File: config.mk
export PLATFORM = sky130hd
export DESIGN_NAME = input_event_dvfs_boost_controller_flat
export DESIGN_NICKNAME = d
export VERILOG_FILES = /design/src/hw/rtl/iedbc_pkg.sv /design/src/hw/rtl/iedbc_req_if.sv /design/src/hw/rtl/iedbc_rsp_if.sv /design/src/hw/rtl/input_event_dvfs_boost_controller.sv /design/src/flat_wrapper.sv
export VERILOG_INCLUDE_DIRS = /design/src /design/src/hw/rtl
export SDC_FILE = /design/constraint.sdc
export NUM_CORES = 1
export LEC_CHECK = 0
export BUFFER_PORTS_ARGS = -buffer_cell sky130_fd_sc_hd__buf_2
export CORE_AREA = 10 10 213 215
export DETAILED_ROUTE_END_ITERATION = 7
export DIE_AREA = 0 0 223 225
export PLACE_DENSITY = 0.57
export SETUP_SLACK_MARGIN = 0.5
export SYNTH_ARGS = -nofsm -noshare
export SYNTH_HDL_FRONTEND = slang
export SYNTH_SLANG_ARGS = --single-unit
File: constraint.sdc
create_clock -name i_clk -period 4.6 [get_ports i_clk]
set_input_delay 0.46 -clock i_clk [delete_from_list [all_inputs] [get_ports i_clk]]
set_output_delay 0.46 -clock i_clk [all_outputs]
set_load 0.02 [all_outputs]
File: src/hw/rtl/assert_macros.svh
// ---------------------------------------------------------------------------
// Assertion macros
// Concurrent checks, compiled out when SYNTH is defined.
// ---------------------------------------------------------------------------
`ifndef ASSERT_MACROS_SVH
`define ASSERT_MACROS_SVH

`ifndef SYNTH

`define ASSERT_IMPLIES(label, clk, rst_n, ante, cons) \
    label: assert property (@(posedge clk) disable iff (!(rst_n)) (ante) |-> (cons)) \
        else $error("assertion failed: same-cycle implication");

`define ASSERT_NEXT(label, clk, rst_n, ante, cons) \
    label: assert property (@(posedge clk) disable iff (!(rst_n)) (ante) |=> (cons)) \
        else $error("assertion failed: next-cycle implication");

`else

`define ASSERT_IMPLIES(label, clk, rst_n, ante, cons)

`define ASSERT_NEXT(label, clk, rst_n, ante, cons)

`endif

`endif

File: src/hw/rtl/iedbc_pkg.sv
// ---------------------------------------------------------------------------
// iedbc_pkg
// Request codes, register indexes and flag type of the boost controller.
// ---------------------------------------------------------------------------
package iedbc_pkg;

    localparam int REQ_WIDTH = 3;
    localparam int CFG_IDX_WIDTH = 3;

    typedef enum logic [REQ_WIDTH-1:0] {
        REQ_INPUT_EVENT = 3'd0,
        REQ_MAX_KICK    = 3'd1,
        REQ_SCREEN_ON   = 3'd2,
        REQ_SCREEN_OFF  = 3'd3,
        REQ_TICK        = 3'd4,
        REQ_QUERY       = 3'd5
    } t_req;

    localparam logic [CFG_IDX_WIDTH-1:0] CFG_LP_INPUT_FREQ    = 3'd0;
    localparam logic [CFG_IDX_WIDTH-1:0] CFG_PERF_INPUT_FREQ  = 3'd1;
    localparam logic [CFG_IDX_WIDTH-1:0] CFG_LP_MAX_FREQ      = 3'd2;
    localparam logic [CFG_IDX_WIDTH-1:0] CFG_PERF_MAX_FREQ    = 3'd3;
    localparam logic [CFG_IDX_WIDTH-1:0] CFG_INPUT_HOLD_TICKS = 3'd4;
    localparam logic [CFG_IDX_WIDTH-1:0] CFG_WAKE_HOLD_TICKS  = 3'd5;

    typedef struct packed {
        logic max_on;
        logic input_on;
        logic display_off;
    } t_flags;

endpackage

File: src/hw/rtl/iedbc_req_if.sv
// ---------------------------------------------------------------------------
// iedbc_req_if
// Request channel: valid/ready handshake with the request payload.
// ---------------------------------------------------------------------------
interface iedbc_req_if
    import iedbc_pkg::*;
#(
    parameter int FREQ_WIDTH  = 22,
    parameter int TIMER_WIDTH = 16
) ();
    logic                   valid;
    logic                   ready;
    logic [REQ_WIDTH-1:0]   req_type;
    logic [TIMER_WIDTH-1:0] kick_ticks;
    logic                   cluster_is_lp;
    logic [FREQ_WIDTH-1:0]  policy_max_freq;
    logic [FREQ_WIDTH-1:0]  hw_min_freq;

    modport source (
        output valid, req_type, kick_ticks, cluster_is_lp, policy_max_freq, hw_min_freq,
        input  ready
    );

    modport sink (
        input  valid, req_type, kick_ticks, cluster_is_lp, policy_max_freq, hw_min_freq,
        output ready
    );
endinterface

File: src/hw/rtl/iedbc_rsp_if.sv
// ---------------------------------------------------------------------------
// iedbc_rsp_if
// Result channel: valid/ready handshake with flags and chosen frequency.
// ---------------------------------------------------------------------------
interface iedbc_rsp_if #(
    parameter int FREQ_WIDTH = 22
) ();
    logic                  valid;
    logic                  ready;
    logic                  screen_off_flag;
    logic                  input_boost_flag;
    logic                  max_boost_flag;
    logic                  flags_changed;
    logic [FREQ_WIDTH-1:0] floor_freq;

    modport source (
        output valid, screen_off_flag, input_boost_flag, max_boost_flag, flags_changed,
               floor_freq,
        input  ready
    );

    modport sink (
        input  valid, screen_off_flag, input_boost_flag, max_boost_flag, flags_changed,
               floor_freq,
        output ready
    );
endinterface

File: src/hw/rtl/input_event_dvfs_boost_controller.sv
// ---------------------------------------------------------------------------
// input_event_dvfs_boost_controller
// Input-driven boost governor: flags, two countdown timers, minimum query.
// ---------------------------------------------------------------------------
// One request is taken per clock unless a consumer stall has filled both
// registers. The request lands in an input register, then the flag and timer
// update and the frequency choice run combinationally into the result
// register, which offers the result. The result register holds a result
// while the consumer stalls, and the input register holds one more request
// behind it. Throughput is one request per cycle while the consumer does not
// stall; the read-modify-write of the flags and the two timers in the second
// stage sets that figure.
`include "assert_macros.svh"

module input_event_dvfs_boost_controller
    import iedbc_pkg::*;
#(
    parameter int FREQ_WIDTH  = 22,
    parameter int TIMER_WIDTH = 16,
    localparam int CFG_WIDTH  = (FREQ_WIDTH > TIMER_WIDTH) ? FREQ_WIDTH : TIMER_WIDTH
) (
    input  logic                     i_clk,
    input  logic                     i_rst_n,
    input  logic                     i_cfg_we,
    input  logic [CFG_IDX_WIDTH-1:0] i_cfg_idx,
    input  logic [CFG_WIDTH-1:0]     i_cfg_data,
    iedbc_req_if.sink                i_req,
    iedbc_rsp_if.source              o_rsp
);

    logic [FREQ_WIDTH-1:0]  r_lp_input_freq;
    logic [FREQ_WIDTH-1:0]  r_perf_input_freq;
    logic [FREQ_WIDTH-1:0]  r_lp_max_freq;
    logic [FREQ_WIDTH-1:0]  r_perf_max_freq;
    logic [TIMER_WIDTH-1:0] r_input_hold;
    logic [TIMER_WIDTH-1:0] r_wake_hold;

    logic                   r_in_valid;
    logic [REQ_WIDTH-1:0]   r_req_type;
    logic [TIMER_WIDTH-1:0] r_kick;
    logic                   r_is_lp;
    logic [FREQ_WIDTH-1:0]  r_pmax;
    logic [FREQ_WIDTH-1:0]  r_hwmin;

    t_flags                 r_flags;
    t_flags                 n_flags;
    logic [TIMER_WIDTH-1:0] r_input_rem;
    logic [TIMER_WIDTH-1:0] n_input_rem;
    logic [TIMER_WIDTH-1:0] r_max_rem;
    logic [TIMER_WIDTH-1:0] n_max_rem;
    logic [FREQ_WIDTH-1:0]  n_freq;

    logic                   r_out_valid;
    t_flags                 r_out_flags;
    logic                   r_out_changed;
    logic [FREQ_WIDTH-1:0]  r_out_freq;

    logic                   s_adv;
    logic [FREQ_WIDTH-1:0]  s_sel_freq;

    assign s_adv       = r_in_valid && (!r_out_valid || o_rsp.ready);
    assign i_req.ready = !r_in_valid || s_adv;

    // configuration registers
    always_ff @(posedge i_clk) begin
        if (!i_rst_n) begin
            r_lp_input_freq   <= '0;
            r_perf_input_freq <= '0;
            r_lp_max_freq     <= '0;
            r_perf_max_freq   <= '0;
            r_input_hold      <= '0;
            r_wake_hold       <= '0;
        end else if (i_cfg_we) begin
            case (i_cfg_idx)
                CFG_LP_INPUT_FREQ:    r_lp_input_freq   <= i_cfg_data[FREQ_WIDTH-1:0];
                CFG_PERF_INPUT_FREQ:  r_perf_input_freq <= i_cfg_data[FREQ_WIDTH-1:0];
                CFG_LP_MAX_FREQ:      r_lp_max_freq     <= i_cfg_data[FREQ_WIDTH-1:0];
                CFG_PERF_MAX_FREQ:    r_perf_max_freq   <= i_cfg_data[FREQ_WIDTH-1:0];
                CFG_INPUT_HOLD_TICKS: r_input_hold      <= i_cfg_data[TIMER_WIDTH-1:0];
                CFG_WAKE_HOLD_TICKS:  r_wake_hold       <= i_cfg_data[TIMER_WIDTH-1:0];
                default: begin
                end
            endcase
        end
    end

    // input register
    always_ff @(posedge i_clk) begin
        if (!i_rst_n) begin
            r_in_valid <= 1'b0;
        end else if (i_req.ready) begin
            r_in_valid <= i_req.valid;
        end
    end

    always_ff @(posedge i_clk) begin
        if (i_req.valid && i_req.ready) begin
            r_req_type <= i_req.req_type;
            r_kick     <= i_req.kick_ticks;
            r_is_lp    <= i_req.cluster_is_lp;
            r_pmax     <= i_req.policy_max_freq;
            r_hwmin    <= i_req.hw_min_freq;
        end
    end

    // flag and timer update, and frequency choice
    always_comb begin
        n_flags     = r_flags;
        n_input_rem = r_input_rem;
        n_max_rem   = r_max_rem;
        n_freq      = '0;
        s_sel_freq  = '0;
        case (t_req'(r_req_type))
            REQ_INPUT_EVENT: begin
                if (!r_flags.display_off) begin
                    n_flags.input_on = 1'b1;
                    n_input_rem      = r_input_hold;
                end
            end
            REQ_MAX_KICK: begin
                if (!r_flags.display_off && !(r_max_rem > r_kick)) begin
                    n_flags.max_on = 1'b1;
                    n_max_rem      = r_kick;
                end
            end
            REQ_SCREEN_ON: begin
                n_flags.display_off = 1'b0;
                if (!(r_max_rem > r_wake_hold)) begin
                    n_flags.max_on = 1'b1;
                    n_max_rem      = r_wake_hold;
                end
            end
            REQ_SCREEN_OFF: begin
                n_flags.display_off = 1'b1;
            end
            REQ_TICK: begin
                if (r_input_rem != '0) begin
                    n_input_rem = r_input_rem - 1'b1;
                end
                if (n_input_rem == '0) begin
                    n_flags.input_on = 1'b0;
                end
                if (r_max_rem != '0) begin
                    n_max_rem = r_max_rem - 1'b1;
                end
                if (n_max_rem == '0) begin
                    n_flags.max_on = 1'b0;
                end
            end
            REQ_QUERY: begin
                if (r_flags.display_off) begin
                    n_freq = r_hwmin;
                end else if (r_flags.max_on || r_flags.input_on) begin
                    if (r_flags.max_on) begin
                        s_sel_freq = r_is_lp ? r_lp_max_freq : r_perf_max_freq;
                    end else begin
                        s_sel_freq = r_is_lp ? r_lp_input_freq : r_perf_input_freq;
                    end
                    n_freq = (s_sel_freq < r_pmax) ? s_sel_freq : r_pmax;
                end else begin
                    n_freq = r_hwmin;
                end
            end
            default: begin
            end
        endcase
    end

    always_ff @(posedge i_clk) begin
        if (!i_rst_n) begin
            r_flags     <= '0;
            r_input_rem <= '0;
            r_max_rem   <= '0;
            r_out_valid <= 1'b0;
        end else begin
            if (s_adv) begin
                r_flags     <= n_flags;
                r_input_rem <= n_input_rem;
                r_max_rem   <= n_max_rem;
                r_out_valid <= 1'b1;
            end else if (o_rsp.ready) begin
                r_out_valid <= 1'b0;
            end
        end
    end

    // result register
    always_ff @(posedge i_clk) begin
        if (s_adv) begin
            r_out_flags   <= n_flags;
            r_out_changed <= (n_flags != r_flags);
            r_out_freq    <= n_freq;
        end
    end

    assign o_rsp.valid            = r_out_valid;
    assign o_rsp.screen_off_flag  = r_out_flags.display_off;
    assign o_rsp.input_boost_flag = r_out_flags.input_on;
    assign o_rsp.max_boost_flag   = r_out_flags.max_on;
    assign o_rsp.flags_changed    = r_out_changed;
    assign o_rsp.floor_freq       = r_out_freq;

    `ASSERT_IMPLIES(a_input_idle_timer, i_clk, i_rst_n, !r_flags.input_on, r_input_rem == '0)
    `ASSERT_IMPLIES(a_max_idle_timer, i_clk, i_rst_n, !r_flags.max_on, r_max_rem == '0)
    `ASSERT_NEXT(a_rsp_held, i_clk, i_rst_n, r_out_valid && !o_rsp.ready, r_out_valid && $stable(r_out_freq))

endmodule

File: src/flat_wrapper.sv
// flat-port wrapper written by rule: the top's interface ports become plain ports
module input_event_dvfs_boost_controller_flat import iedbc_pkg::*;
#(
    parameter int FREQ_WIDTH  = 22,
    parameter int TIMER_WIDTH = 16,
    localparam int CFG_WIDTH  = (FREQ_WIDTH > TIMER_WIDTH) ? FREQ_WIDTH : TIMER_WIDTH
)
  (i_clk, i_rst_n, i_cfg_we, i_cfg_idx, i_cfg_data, i_req_valid, i_req_req_type, i_req_kick_ticks, i_req_cluster_is_lp, i_req_policy_max_freq, i_req_hw_min_freq, i_req_ready, o_rsp_valid, o_rsp_screen_off_flag, o_rsp_input_boost_flag, o_rsp_max_boost_flag, o_rsp_flags_changed, o_rsp_floor_freq, o_rsp_ready);
  iedbc_req_if #(.FREQ_WIDTH(FREQ_WIDTH), .TIMER_WIDTH(TIMER_WIDTH)) i_req_i ();
  iedbc_rsp_if #(.FREQ_WIDTH(FREQ_WIDTH)) o_rsp_i ();
  input  logic i_clk;
  input  logic i_rst_n;
  input  logic i_cfg_we;
  input  logic [CFG_IDX_WIDTH-1:0] i_cfg_idx;
  input  logic [CFG_WIDTH-1:0] i_cfg_data;
  input wire logic [$bits(i_req_i.valid)-1:0] i_req_valid;
  input wire logic [$bits(i_req_i.req_type)-1:0] i_req_req_type;
  input wire logic [$bits(i_req_i.kick_ticks)-1:0] i_req_kick_ticks;
  input wire logic [$bits(i_req_i.cluster_is_lp)-1:0] i_req_cluster_is_lp;
  input wire logic [$bits(i_req_i.policy_max_freq)-1:0] i_req_policy_max_freq;
  input wire logic [$bits(i_req_i.hw_min_freq)-1:0] i_req_hw_min_freq;
  output wire logic [$bits(i_req_i.ready)-1:0] i_req_ready;
  output wire logic [$bits(o_rsp_i.valid)-1:0] o_rsp_valid;
  output wire logic [$bits(o_rsp_i.screen_off_flag)-1:0] o_rsp_screen_off_flag;
  output wire logic [$bits(o_rsp_i.input_boost_flag)-1:0] o_rsp_input_boost_flag;
  output wire logic [$bits(o_rsp_i.max_boost_flag)-1:0] o_rsp_max_boost_flag;
  output wire logic [$bits(o_rsp_i.flags_changed)-1:0] o_rsp_flags_changed;
  output wire logic [$bits(o_rsp_i.floor_freq)-1:0] o_rsp_floor_freq;
  input wire logic [$bits(o_rsp_i.ready)-1:0] o_rsp_ready;
  assign i_req_i.valid = i_req_valid;
  assign i_req_i.req_type = i_req_req_type;
  assign i_req_i.kick_ticks = i_req_kick_ticks;
  assign i_req_i.cluster_is_lp = i_req_cluster_is_lp;
  assign i_req_i.policy_max_freq = i_req_policy_max_freq;
  assign i_req_i.hw_min_freq = i_req_hw_min_freq;
  assign i_req_ready = i_req_i.ready;
  assign o_rsp_valid = o_rsp_i.valid;
  assign o_rsp_screen_off_flag = o_rsp_i.screen_off_flag;
  assign o_rsp_input_boost_flag = o_rsp_i.input_boost_flag;
  assign o_rsp_max_boost_flag = o_rsp_i.max_boost_flag;
  assign o_rsp_flags_changed = o_rsp_i.flags_changed;
  assign o_rsp_floor_freq = o_rsp_i.floor_freq;
  assign o_rsp_i.ready = o_rsp_ready;
  input_event_dvfs_boost_controller #(.FREQ_WIDTH(FREQ_WIDTH), .TIMER_WIDTH(TIMER_WIDTH)) u_core (.i_clk(i_clk), .i_rst_n(i_rst_n), .i_cfg_we(i_cfg_we), .i_cfg_idx(i_cfg_idx), .i_cfg_data(i_cfg_data), .i_req(i_req_i), .o_rsp(o_rsp_i));
endmodule
## Word level (Yosys, flattened, before mapping)

Index checks and enable logic that the tools add are counted.

| storage, ports and cells | value |
|---|---|
| input bits | 94 |
| output and inout port bits | 28 |
| register bits | 247 |
| word-level logic and storage cells | 97 |

| operators by class | value |
|---|---|
| order comparisons | 3 |
| muxes and demuxes | 28 |
| add/sub/neg operators | 2 |
| reductions and logical operators | 27 |
| eq/ne operators | 14 |

Operators by type and width:

| operator | count |
|---|---|
| 22-bit 2-to-1 mux | 9 |
| 16-bit 2-to-1 mux | 7 |
| 16-bit case mux with 3 select lines | 1 |
| 16-bit > comparator | 2 |
| 16-bit logical NOT | 2 |
| 16-bit case mux with 2 select lines | 1 |
| 16-bit nonzero test | 2 |
| 16-bit by 1-bit subtractor with 16-bit output (second input constant) | 2 |
| 22-bit less-than comparator | 1 |
| 3-bit by 2-bit equality test with 1-bit output (second input constant) | 4 |
| 3-bit equality test (second input constant) | 4 |
| 2-bit AND reduction | 6 |
| 1-bit 2-to-1 mux | 7 |
| 3-bit by 1-bit equality test with 1-bit output (second input constant) | 2 |
| 3-bit logical NOT | 2 |
| 1-bit logical NOT | 4 |
| 2-bit != test (second input constant) | 2 |
| 1-bit case mux with 2 select lines | 2 |
| 4-bit AND reduction | 1 |
| 2-bit nonzero test | 2 |
| 1-bit logical AND | 3 |
| 1-bit logical OR | 3 |
| 3-bit != test | 1 |
| 1-bit case mux with 3 select lines | 1 |
| 3 further kinds | 3 |

## Longest topological paths before layout

Gate-level depths: netlist of the first run.

| depth | value |
|---|---|
| word-level depth | 9 |
| mapped depth | 12 |
| mapped depth without buffers | 9 |

## Worst setup path before layout of the first run

No wires, ideal clock.

| timing | value |
|---|---|
| kind | register to register |
| start point | register u_core.r_flags[2] in the netlist's numbering |
| end point | register u_core.r_out_freq[0] (netlist: u_core.o_rsp.floor_freq[0]) (data pin) |
| clock period less this slack | 3.497 ns |
| setup time | 0.174 ns |
| required time | 4.426 ns |
| data arrival time | 3.322 ns |
| cell stages (with the launch flop) | 13 |
| slack | 1.103 ns |
| path buffers | 3 |
| cell sequence | dfxtp_1 buf_2 buf_1 mux4_2 ha_1 a21oi_1 o21ai_0 a221oi_1 o21a_1 and2_1 clkbuf_1 nand2_1 a311oi_1 |

| on the way | value |
|---|---|
| cells in the longest elaborated chain, start to end | 8 |
| elaborated cells on any way between the ends | 9 |
| classes of those cells | order compare: 1; mux: 7; reduce/logical: 1 |

Ends and longest elaborated chain:

| what | line | source |
|---|---|---|
| start: declaration | input_event_dvfs_boost_controller.sv:45 | `t_flags r_flags;` |
| start signal: assignment | input_event_dvfs_boost_controller.sv:177 | `r_flags <= n_flags;` |
| 22-bit 2-to-1 mux | input_event_dvfs_boost_controller.sv:154 | `if (r_flags.max_on) begin` |
| 22-bit 2-to-1 mux | input_event_dvfs_boost_controller.sv:153 | `end else if (r_flags.max_on \|\| r_flags.input_on) begin` |
| 22-bit 2-to-1 mux | input_event_dvfs_boost_controller.sv:151 | `if (r_flags.display_off) begin` |
| 22-bit 2-to-1 mux | input_event_dvfs_boost_controller.sv:113 | `case (t_req'(r_req_type))` |
| 22-bit less-than comparator | input_event_dvfs_boost_controller.sv:159 | `n_freq = (s_sel_freq < r_pmax) ? s_sel_freq : r_pmax;` |
| 22-bit 2-to-1 mux | input_event_dvfs_boost_controller.sv:159 |  |
| 22-bit 2-to-1 mux (*) | input_event_dvfs_boost_controller.sv:153 |  |
| 22-bit 2-to-1 mux (*) | input_event_dvfs_boost_controller.sv:151 |  |
| end signal: assignment | input_event_dvfs_boost_controller.sv:192 | `r_out_freq <= n_freq;` |
| end: declaration | input_event_dvfs_boost_controller.sv:56 | `logic [FREQ_WIDTH-1:0] r_out_freq;` |

Mark *: on every way between the ends. The rest lies on a longest branch, timed or not. The select of a mux whose other input is x is not followed.
A chain may end at the register's enable or synchronous reset.

## Worst setup path after layout of the first run

| timing | value |
|---|---|
| start point | register u_core.r_is_lp |
| end point | register u_core.r_out_freq[6] (netlist: u_core.o_rsp.floor_freq[6]) (data pin) |

| on the way | value |
|---|---|
| cells in the longest elaborated chain, start to end | 9 |
| elaborated cells on any way between the ends | 10 |
| classes of those cells | order compare: 1; mux: 9 |

Ends and longest elaborated chain:

| what | line | source |
|---|---|---|
| start: declaration | input_event_dvfs_boost_controller.sv:41 | `logic r_is_lp;` |
| start signal: assignment | input_event_dvfs_boost_controller.sv:100 | `r_is_lp <= i_req.cluster_is_lp;` |
| 22-bit 2-to-1 mux, on equally long branches | input_event_dvfs_boost_controller.sv:157, input_event_dvfs_boost_controller.sv:155 |  |
| 22-bit 2-to-1 mux (*) | input_event_dvfs_boost_controller.sv:154 |  |
| 22-bit 2-to-1 mux (*) | input_event_dvfs_boost_controller.sv:153 |  |
| 22-bit 2-to-1 mux (*) | input_event_dvfs_boost_controller.sv:151 |  |
| 22-bit 2-to-1 mux (*) | input_event_dvfs_boost_controller.sv:113 |  |
| 22-bit less-than comparator | input_event_dvfs_boost_controller.sv:159 |  |
| 22-bit 2-to-1 mux (*) | input_event_dvfs_boost_controller.sv:159 |  |
| 22-bit 2-to-1 mux (*) | input_event_dvfs_boost_controller.sv:153 |  |
| 22-bit 2-to-1 mux (*) | input_event_dvfs_boost_controller.sv:151 |  |

Marks and branches as above.

==> results.toml, run 1 <==
[cells_and_area]
multiInputGateArea_um2 = 5790
drive_above_1_share_pct = 15.7
stdcell_count = 2015
layout.area.seq_um2 = 5850
fillers = 4280
finish.net_count = 1597
syn2layout_area_growth_pct = 17.6

[job]
maxCapViolations = 0

[sta]
maxClockFrequency_ghz = 0.268
period_share_pct = 81.0
finalSetupViolCount = 0
pin_slew_with_the_least_headroom_to_its_limit_ps = 1230
hold_viol_final = 0
max-slew-margin-rel_pct = 17.4
skew_ps = 8.94
finalWorstPathRequiredPeriod_ps = 3730
timing_max_transition_violations_final = 0
rsz0062_at_grt = "no"
fin_setup_tns_ps = 0

[clock_network]
numClockSinks = 247
clk_root_buffer_cell = "clkbuf_16"
clock_latency_reported_for_the_late_side_of_the_worst_skew_pair_ps = 570
tritoncts = "yes"
cts-buffers-inserted = 30
clock_input_transition_at_the_sequential_cells_of_the_worst_setup_and_hold_paths_ps = 60
htree_num_levels = 1
clk_path_buf_depth = 3
cts_setup_buffers = 0

[placement]
place_inst = 1954
port-buffer-count = 121
routabilityCongestion = 0.909
dpl.hpwl_um = 27500

[floorplan]
fp.dieH_um = 225
fp.dieW_um = 223
floorplan.initialDensity_pct = 29.4
floorplan.rows = 75
io_pins = 122
core_um2 = 41400
fp.dieArea_um2 = 50200

[setup_path]
cp_slowest_stage_delay_ps = 810
worst-path-max-fanout = 14
cp.buffers_inverters = 2
cp.required_ps = 4970
critPathTopFamily = "compound AO/OA/AOI/OAI gates"
path_cells = "buf_4, mux4_2, ha_1, a2111oi_0, nand2_1, a31oi_1, a2111o_1, and2_1, buf_4, nand2_1, a311oi_1"
cp.arrival_ps = 4100
timing.critical_path.from_type = "flop"
path_class = "flop to flop"
critPathSlowestCell = "edfxtp_1"
critical_path.endpoint_type = "flop"

[grt]
gr-usage-all-layers_pct = 14.8
via_count_of_the_first_global_routing_pass = 10382
number_of_antenna_violations_at_the_first_check_in_global_routing = 11
grt_start_max_net_pins = 92
grt_pass1_wl_um = 59900
grt_overflow = 0

[synthesis]
synth_area_per_inst_um2 = 8.95
seq_area_frac_synth_pct = 48.1
yosys-top-cells-area = "dfxtp_1 (26%), edfxtp_1 (22%), nand2_1 (11%), a21oi_1 (6.8%), ha_1 (5.8%)"
yosys_warnings = 0
synth_cells = 1358
synth-main-ff-cell = "dfxtp_1"
synth_top_cell_by_area = "dfxtp_1"
synth_most_common_cell = "nand2_1"
synth.distinct_cells = 70
share_of_the_synthesized_area_in_the_top_cell_type_pct = 25.9
mappedNetlistNets = 1508
syn-cell-area_um2 = 12200
synth_async_sr_flop_share_pct = 0
postSynthRegisterBits = 247
most_used_standard_cells_in_the_synthesized_netlist = "nand2_1 (352), a21oi_1 (164), dfxtp_1 (157), edfxtp_1 (90), nor2_1 (76)"
synth-edff-count = 90

[power_and_ir_drop]
finalPower_w = 0.00538
irDropWorstVdd_uv = 230
cellLeakagePower_nw = 5.29
pwr_density_cell_nw_per_um2 = 376

[detailed_routing]
via_per_inst = 5.18
route.detailed.drc = 0
drt_wl_total_um = 38400
first_iter_violations = 913
ant_nets = 0
post_drt_wl_per_cell_um = 19.1
route.vias.total = 10438
firstDrtPassIters = 5

[run_status]
outcome = "completed"

[hold_path]
hold_path.class = "primary input to flop"
-- layer usage --
metal  wire length, um  GRT usage, %  part of all wire (%)  up-vias
li1                  -             -                     -     5046
met1             17000          19.5                    44     4972
met2             17200          23.3                    45      330
met3              3050          3.72                   7.9       80
met4              1130          4.77                   2.9       10
met5                58             0                  0.15        -
-- power breakdown --
group | leakage [nW] | switching (W) | internal (W)
sequential | 2.14 | 0.0000593 | 0.00235
combinational | 2.65 | 0.000403 | 0.000218
clock | 0.501 | 0.000963 | 0.00139
total | 5.29 | 0.00142 | 0.00396
-- sequential cells by signal, summed over array words and instances, names as in the netlist, 3 cells and up --
register                  count
u_core.r_flags                3
u_core.r_lp_input_freq       22
u_core.r_hwmin               22
u_core.r_perf_max_freq       22
u_core.r_max_rem             16
u_core.r_input_rem           16
u_core.r_kick                16
u_core.r_pmax                22
u_core.r_lp_max_freq         22
u_core.r_perf_input_freq     22
u_core.r_input_hold          16
u_core.r_wake_hold           16
u_core.r_req_type             3
u_core.o_rsp.floor_freq      22
-- layout make-up --
class	instances	area share, %
sequential	247	40.9
multi-input combinational	966	40.5
clock buffer	37	5.78
timing repair buffer	139	5.18
tap	539	4.72
inverter	63	1.67
clock inverter	19	1.18
antenna	5	0.0875
-- worst register-to-register path: cells and delay by family (launching register included) --
family	cells	cell delay, ps
buffers and inverters	2	580
multiplexers	1	360
flip-flops	1	810
AND/OR/NAND/NOR	3	600
adder cells (fa/ha/maj)	1	230
AO/OA/AOI/OAI	4	960
-- worst paths after layout --
kind                            slack [ps]  depth (start not counted)                          startpoint                                       end
worst max-delay path                   870                         11            u_core.r_is_lp$_DFFE_PP_  u_core.o_rsp.floor_freq[6]$_SDFFCE_PP0P_
worst min-delay path                    60                          1                i_req_kick_ticks[10]               u_core.r_kick[10]$_DFFE_PP_
worst max register to register         870                         11            u_core.r_is_lp$_DFFE_PP_  u_core.o_rsp.floor_freq[6]$_SDFFCE_PP0P_
worst min register to register         450                          2  u_core.r_wake_hold[7]$_SDFFE_PN0P_        u_core.r_wake_hold[7]$_SDFFE_PN0P_
-- stage by stage --
step	area (um^2)	setup slack (ps)	util, %	hold slack (ps)
2_1_floorplan	12200	1100	-	433
3_3_place_gp	13300	896	32.1	439
3_5_place_dp	13300	785	32.1	447
4_1_cts	14300	764	34.5	37.2
5_1_grt	14300	534	34.5	43.1
6_report	14300	872	34.5	64.0
-- cell families after synthesis --
| logic type | after synthesis | share of synthesized area, % |
|---|---|---|
| simple gates | 533 | 18.8 |
| fa+ha+maj | 56 | 5.76 |
| flops | 247 | 48.1 |
| buf+inv | 145 | 4.65 |
| xor+xnor | 3 | 0.216 |
| compound gates | 339 | 17.3 |
| mux | 35 | 5.17 |
-- placed cells by master, fill, tap and decap left out, types with 5 or more instances in the layout --
master / n
nand2b_1: 11
a211oi_1: 6
mux4_2: 22
a31oi_1: 5
a22oi_1: 15
a311oi_1: 22
nand3_1: 11
o211ai_1: 5
buf_4: 18
nand4_1: 9
o21ai_1: 8
nand2_1: 351
or4_1: 6
nor4_1: 10
o221ai_1: 5
o31ai_1: 13
o22ai_1: 13
nor2b_1: 10
o311ai_0: 7
edfxtp_1: 90
nor2_1: 73
inv_1: 62
a221oi_1: 5
o21a_1: 6
dfxtp_1: 157
clkbuf_16: 30
nor3_1: 15
clkinv_2: 8
ha_1: 56
diode_2: 5
buf_2: 121
o21ai_0: 32
mux2i_1: 11
clkbuf_8: 5
a21oi_1: 164
a21o_1: 5
-- timing repair --
action	in CTS	in global routing
endpoints found under the setup margin	0	1
gates resized for setup	0	1
hold buffers	0	0
endpoints found under the hold margin	0	0
(Power assumes the default switching activity.)
==> run 2: changes to the inputs <==
ABC_AREA = 1   (was default)
CORE_AREA = 10 10 215 217   (was 10 10 213 215)
DIE_AREA = 0 0 225 227   (was 0 0 223 225)
PLACE_DENSITY = 0.58   (was 0.57)
clock period = 3.4 ns   (was 4.6 ns; I/O delays follow)
==> run 2 against run 1 <==
Net effect:
- worst setup slack got worse by 470 ps
- fmax increased by 24%
- highest routed layer unchanged
- die area increased by 1.8%
- design area increased by 9.8%
- non-clock buffer count increased by 86
- area after synthesis increased by 2.4%
- critical path type unchanged
- combinational power increased by 130%
- synthesized cell count increased by 19%
==> results.toml, run 2 <==
[run_status]
outcome = "completed"

[clock_network]
clock_input_transition_at_the_sequential_cells_of_the_worst_setup_and_hold_paths_ps = 60
cts-buffers-inserted = 27
htree_num_levels = 1
clock_latency_reported_for_the_late_side_of_the_worst_skew_pair_ps = 590
clk_root_buffer_cell = "clkbuf_16"
clk_path_buf_depth = 3
tritoncts = "yes"
numClockSinks = 247

[grt]
via_count_of_the_first_global_routing_pass = 10871
number_of_antenna_violations_at_the_first_check_in_global_routing = 8
grt_overflow = 0
grt_pass1_wl_um = 59500
gr-usage-all-layers_pct = 14.4
grt_start_max_net_pins = 89

[cells_and_area]
syn2layout_area_growth_pct = 26.1
layout.cells.most_common = "nor2_1"
finish.utilization_pct = 37.6
commonest_non_fill_non_tap_cells_in_the_layout = "nor2_1 (355), nand2_1 (260), dfxtp_1 (157)"
drive_above_1_share_pct = 15.6
fillers = 4190
fin_area_um2 = 15700
finish.net_count = 1945

[setup_path]
worst-path-max-fanout = 11
timing.reg2reg.setup_slack_ps = 410
cp.required_ps = 3790
worst_r2r_path_depth = 14
cp.arrival_ps = 3380
worstSetupPathDepth = 14
timing.critical_path.mode_cell = "clkbuf_16"
cp.buffers_inverters = 3
critPathSlowestCell = "edfxtp_1"
path_cells = "buf_6, clkbuf_16, o21ai_2, o22ai_2, ha_1, nand2_2, nor2_4, nand3_2, nor4_4, o21ai_4, clkbuf_16, nand3b_1, nand3_1, a21oi_1"
cp_slowest_stage_delay_ps = 510
timing.critical_path.from_type = "flop"
critPathTopFamily = "simple AND/OR/NAND/NOR gates"
critical_path.endpoint_type = "flop"
regToRegStartpoint = "u_core.r_is_lp$_DFFE_PP_"
r2r-end = "u_core.o_rsp.floor_freq[20]$_SDFFCE_PP0P_"
path_class = "flop to flop"

[synthesis]
synth_most_common_cell = "nor2_1"
postSynthRegisterBits = 247
synth.distinct_cells = 42
share_of_the_synthesized_area_in_the_top_cell_type_pct = 25.3
synth-edff-count = 90
most_used_standard_cells_in_the_synthesized_netlist = "nor2_1 (362), nand2_1 (263), o21ai_0 (182), dfxtp_1 (157), inv_1 (137)"
synth_async_sr_flop_share_pct = 0
synth_top_cell_by_area = "dfxtp_1"
yosys-top-cells-area = "dfxtp_1 (25%), edfxtp_1 (22%), nor2_1 (11%), nand2_1 (7.9%), o21ai_0 (7.3%)"
synth_cells = 1614
synth-main-ff-cell = "dfxtp_1"
synth_area_per_inst_um2 = 7.71
mappedNetlistNets = 1764
syn-cell-area_um2 = 12400
yosys_warnings = 0
seq_area_frac_synth_pct = 47.0

[sta]
fin_setup_tns_ps = 0
hold_viol_final = 0
finalWorstPathRequiredPeriod_ps = 2990
finalSetupViolCount = 0
period_share_pct = 88.1
rsz0062_at_grt = "yes"
pin_slew_with_the_least_headroom_to_its_limit_ps = 1210
timing_max_transition_violations_final = 0
skew_ps = 29.9
maxClockFrequency_ghz = 0.334
max-slew-margin-rel_pct = 19.1

[detailed_routing]
route.met3.wl_um = 2920
post_drt_wl_per_cell_um = 16.7
via_per_inst = 4.88
dr_wl_met2_um = 17600
route.detailed.drc = 0
first_iter_violations = 954
ant_nets = 0
drt_wl_total_um = 39400
routed.top_layer = "met5"
wl_met1_um = 18100
firstDrtPassIters = 5
route.vias.total = 11496

[hold_path]
hold_path.startpoint = "i_cfg_data[16]"
hold_path_end = "u_core.r_perf_input_freq[16]$_SDFFE_PN0P_"
cell_depth_of_the_worst_min_delay_path = 3
hold_path.class = "primary input to flop"

[floorplan]
fp.dieArea_um2 = 51100
io_pins = 122
fp.dieW_um = 225
floorplan.initialDensity_pct = 29.8
fp.dieH_um = 227
floorplan.rows = 75
core_um2 = 41800

[power_and_ir_drop]
cellLeakagePower_nw = 6.96
pwr_density_cell_nw_per_um2 = 490
irDropWorstVdd_uv = 379
finalPower_w = 0.00769

[job]
maxCapViolations = 0

[placement]
port-buffer-count = 121
place_area_um2 = 13600
routabilityCongestion = 0.857
dpl.hpwl_um = 26000
==> run 2: cell types whose count changed in the layout (fill, tap and decap cells not counted), sizes merged, moves of 26 or more <==
| cell | before | now |
|---|---|---|
| a21oi | 165 | 86 |
| dlygate4sd3 | 0 | 64 |
| inv | 65 | 146 |
| nand2 | 352 | 270 |
| nand3 | 11 | 65 |
| nand3b | 1 | 27 |
| nor2 | 76 | 370 |
| o21ai | 40 | 187 |
==> run 2: kinds of logic (layout without fill, tap and decap cells) <==
family	count (synthesis)	after routing	share of synthesized area [%]
AO/OA/AOI/OAI	336	336	15.0
adder cells (fa/ha/maj)	56	56	5.63
flip-flops	247	247	47.0
buffers and inverters	220	420	6.98
AND/OR/NAND/NOR	746	748	24.8
other	0	2	0
XOR/XNOR	9	9	0.634
==> run 2: worst reg2reg max path, stage by stage, from the launching register on <==
cell and delay (ps):
edfxtp_1 510, buf_6 180, clkbuf_16 170, o21ai_2 140
o22ai_2 120, ha_1 330, nand2_2 80, nor2_4 120
nand3_2 100, nor4_4 290, o21ai_4 200, clkbuf_16 210
nand3b_1 110, nand3_1 80, a21oi_1 150
==> run 2: timing repair <==
item,4_1_cts,5_1_grt
setup buffers,0,13
endpoints found under the hold margin,64,0
hold buffers,64,0
pin swaps,0,22
cloned,0,10
setup endpoints to repair,22,22
gates resized for setup,9,93
==> run 2: worst max-delay path by stage <==
stage	startpoint	endpoint	slack (ps)
3_3_place_gp	u_core.r_is_lp$_DFFE_PP_	u_core.o_rsp.floor_freq[5]$_SDFFCE_PP0P_	380
4_1_cts	u_core.r_is_lp$_DFFE_PP_	u_core.o_rsp.floor_freq[1]$_SDFFCE_PP0P_	520
2_1_floorplan	u_core.r_is_lp$_DFFE_PP_	u_core.o_rsp.floor_freq[0]$_SDFFCE_PP0P_	600
3_5_place_dp	u_core.r_is_lp$_DFFE_PP_	u_core.o_rsp.floor_freq[14]$_SDFFCE_PP0P_	260
6_report	u_core.r_is_lp$_DFFE_PP_	u_core.o_rsp.floor_freq[20]$_SDFFCE_PP0P_	410
5_1_grt	u_core.r_is_lp$_DFFE_PP_	u_core.o_rsp.floor_freq[0]$_SDFFCE_PP0P_	270
==> run 2: where the power goes <==
group          leakage, nW  total [W]  switching (W)  internal (W)
clock                0.450    0.00297        0.00129       0.00168
sequential            2.14    0.00329      0.0000858       0.00321
combinational         4.36    0.00143       0.000904      0.000525
==> run 2: through the flow <==
stage / cells / setup WS [ps] / hold WS [ps]
after global placement: 2218 / 383 / 477
final: 2357 / 405 / 36.8
after detailed placement: 2218 / 259 / 482
after floorplan: 1614 / 604 / 439
after global routing: 2355 / 274 / 45.0
after CTS: 2332 / 518 / 17.7
==> run 2: layer usage <==
layer / vias to the layer above / global-route usage [%]
li1: 5739 / -
met1: 5391 / 19.5
met2: 297 / 22.5
met3: 57 / 4.03
met4: 12 / 3.22
met5: - / 0
==> run 2: cell type report <==
| class | instances | area [um^2] | area share (%) |
|---|---|---|---|
| multi-input combinational | 1149 | 6020 | 38.4 |
| sequential | 247 | 5850 | 37.2 |
| timing repair buffer | 225 | 1700 | 10.8 |
| clock buffer | 35 | 768 | 4.90 |
| tap | 539 | 674 | 4.30 |
| inverter | 144 | 548 | 3.49 |
| clock inverter | 15 | 126 | 0.805 |
| timing repair inverter | 1 | 6.26 | 0.0399 |
| antenna | 2 | 5.00 | 0.0319 |
==> run 3: changes to the inputs <==
CORE_AREA = 10 10 178 180   (was 10 10 215 217)
DIE_AREA = 0 0 188 190   (was 0 0 225 227)
PLACE_DENSITY = 0.76   (was 0.58)
SETUP_SLACK_MARGIN = default   (was 0.5)
==> run 3 against run 2 <==
Net effect:
- cell count shrank 7.4%
- hold slack gained 40 ps
- design area shrank 4.5%
- critical endpoint unchanged
==> results.toml, run 3 (synthesized netlist as in run 2, its figures left out) <==
[power_and_ir_drop]
finalPower_w = 0.00761
comb_power_share_pct = 17.2
power.net_switching_w = 0.00214
pwr-share-clk_pct = 39.6
sw_frac_of_total_pct = 28.1
p_int_w = 0.00548
pwr_density_cell_nw_per_um2 = 508
seqPwrFrac_pct = 43.2
irDropWorstVdd_uv = 369
cellLeakagePower_nw = 6.75

[detailed_routing]
route.detailed.drc = 0
drt_wl_total_um = 36100
post_drt_wl_per_cell_um = 16.5
via_per_inst = 5.28
first_iter_violations = 1068
firstDrtPassIters = 5
route.vias.total = 11532
ant_nets = 0

[sta]
timing_max_transition_violations_final = 0
pin_slew_with_the_least_headroom_to_its_limit_ps = 1100
max-slew-margin-rel_pct = 26.4
hold_viol_final = 0
skew_ps = 12.2
finalWorstPathRequiredPeriod_ps = 3090
period_share_pct = 90.9
fin_setup_tns_ps = 0
rsz0062_at_grt = "no"
maxClockFrequency_ghz = 0.324
finalSetupViolCount = 0
hold_slack_ps = 77.1

[placement]
routabilityCongestion = 0.904
dpl.hpwl_um = 24100
port-buffer-count = 121
place_inst = 2063

[cells_and_area]
stdcell_count = 2183
commonest_non_fill_non_tap_cells_in_the_layout = "nor2_1 (362), nand2_1 (263), o21ai_0 (182)"
syn2layout_area_growth_pct = 20.5
fillers = 2599
finish.net_count = 1923
drive_above_1_share_pct = 12.1
layout.cells.most_common = "nor2_1"

[setup_path]
cp_slowest_stage_delay_ps = 390
critical_path.endpoint_type = "flop"
cp.buffers_inverters = 2
cp.required_ps = 3640
path_cells = "buf_4, o21ai_0, o22ai_1, ha_1, a21oi_1, o21ai_0, o21ai_4, buf_4, nand3b_1, nand3_1, a21oi_1"
timing.critical_path.from_type = "flop"
cp.arrival_ps = 3330
critPathSlowestCell = "buf_4"
path_class = "flop to flop"
worst-path-max-fanout = 44
critPathTopFamily = "compound AO/OA/AOI/OAI gates"

[floorplan]
fp.dieW_um = 188
floorplan.initialDensity_pct = 44.1
io_pins = 122
floorplan.rows = 62
fp.dieH_um = 190
core_um2 = 28200
fp.dieArea_um2 = 35700

[grt]
number_of_antenna_violations_at_the_first_check_in_global_routing = 7
grt_pass1_wl_um = 58400
via_count_of_the_first_global_routing_pass = 11138
grt_overflow = 0
grt_start_max_net_pins = 73
gr-usage-all-layers_pct = 19.6

[clock_network]
cts-buffers-inserted = 28
htree_num_levels = 1
numClockSinks = 247
clk_path_buf_depth = 3
tritoncts = "yes"
clock_latency_reported_for_the_late_side_of_the_worst_skew_pair_ps = 550
clk_root_buffer_cell = "clkbuf_16"
clock_input_transition_at_the_sequential_cells_of_the_worst_setup_and_hold_paths_ps = 60
cts_setup_buffers = 0

[run_status]
outcome = "completed"

[hold_path]
hold_path.class = "primary input to flop"

[job]
maxCapViolations = 0
==> run 3: path summary, 6_finish.rpt <==
path                                      startpoint                                         to  slack [ps]  cells after the start
setup / recovery            u_core.r_is_lp$_DFFE_PP_  u_core.o_rsp.floor_freq[20]$_SDFFCE_PP0P_         310                     11
setup reg to reg            u_core.r_is_lp$_DFFE_PP_  u_core.o_rsp.floor_freq[20]$_SDFFCE_PP0P_         310                     11
hold / removal                        i_cfg_data[21]    u_core.r_perf_max_freq[21]$_SDFFE_PN0P_          80                      3
hold reg to reg   u_core.r_wake_hold[9]$_SDFFE_PN0P_         u_core.r_wake_hold[9]$_SDFFE_PN0P_         490                      2
==> run 3: layout make-up <==
class	count	area, um^2	share of cell area (%)
diodes	5	12.5	0.0835
clock buffers	42	888	5.93
clock inverters	9	60.1	0.401
inverters	144	541	3.61
multi-input cells	1147	5750	38.4
flip-flops and latches	247	5850	39.0
well taps	384	480	3.21
repair buffers	205	1410	9.40
==> run 3: power by group through the flow <==
stage / Sequential (W) / Clock (W) / Combinational, W
after floorplan: 0.00335 / 0 / 0.000868
after CTS: 0.00329 / 0.00306 / 0.00128
after global placement: 0.00335 / 0 / 0.00119
after global routing: 0.00330 / 0.00318 / 0.00148
after detailed placement: 0.00335 / 0 / 0.00122
final: 0.00329 / 0.00301 / 0.00131
==> run 3: timing repair <==
item | in CTS | in global routing
hold endpoints to repair | 64 | 0
hold buffers | 64 | 0
endpoints found under the setup margin | 0 | 22
resized for setup | 0 | 2
==> run 3: worst reg2reg max path: stages, from the launching register on <==
cell and delay [ps]:
edfxtp_1 360, buf_4 390, o21ai_0 150, o22ai_1 360
ha_1 330, a21oi_1 150, o21ai_0 190, o21ai_4 240
buf_4 300, nand3b_1 150, nand3_1 120, a21oi_1 70
==> run 3: metal layers <==
metal	track usage [%]	vias up	share of wire (%)
met3	5.36	59	8.1
li1	-	5694	-
met4	4.95	6	2.1
met2	32.6	418	47
met5	0	-	0.13
met1	24.7	5355	43
==> run 3: per-stage QoR <==
stage	setup WS (ps)	cell area [um^2]	utilization (%)
after floorplan	604	12400	-
final	311	15000	53.1
after detailed placement	356	13400	47.4
after CTS	326	15000	53.0
after global placement	467	13400	47.4
after global routing	45.1	15000	53.0
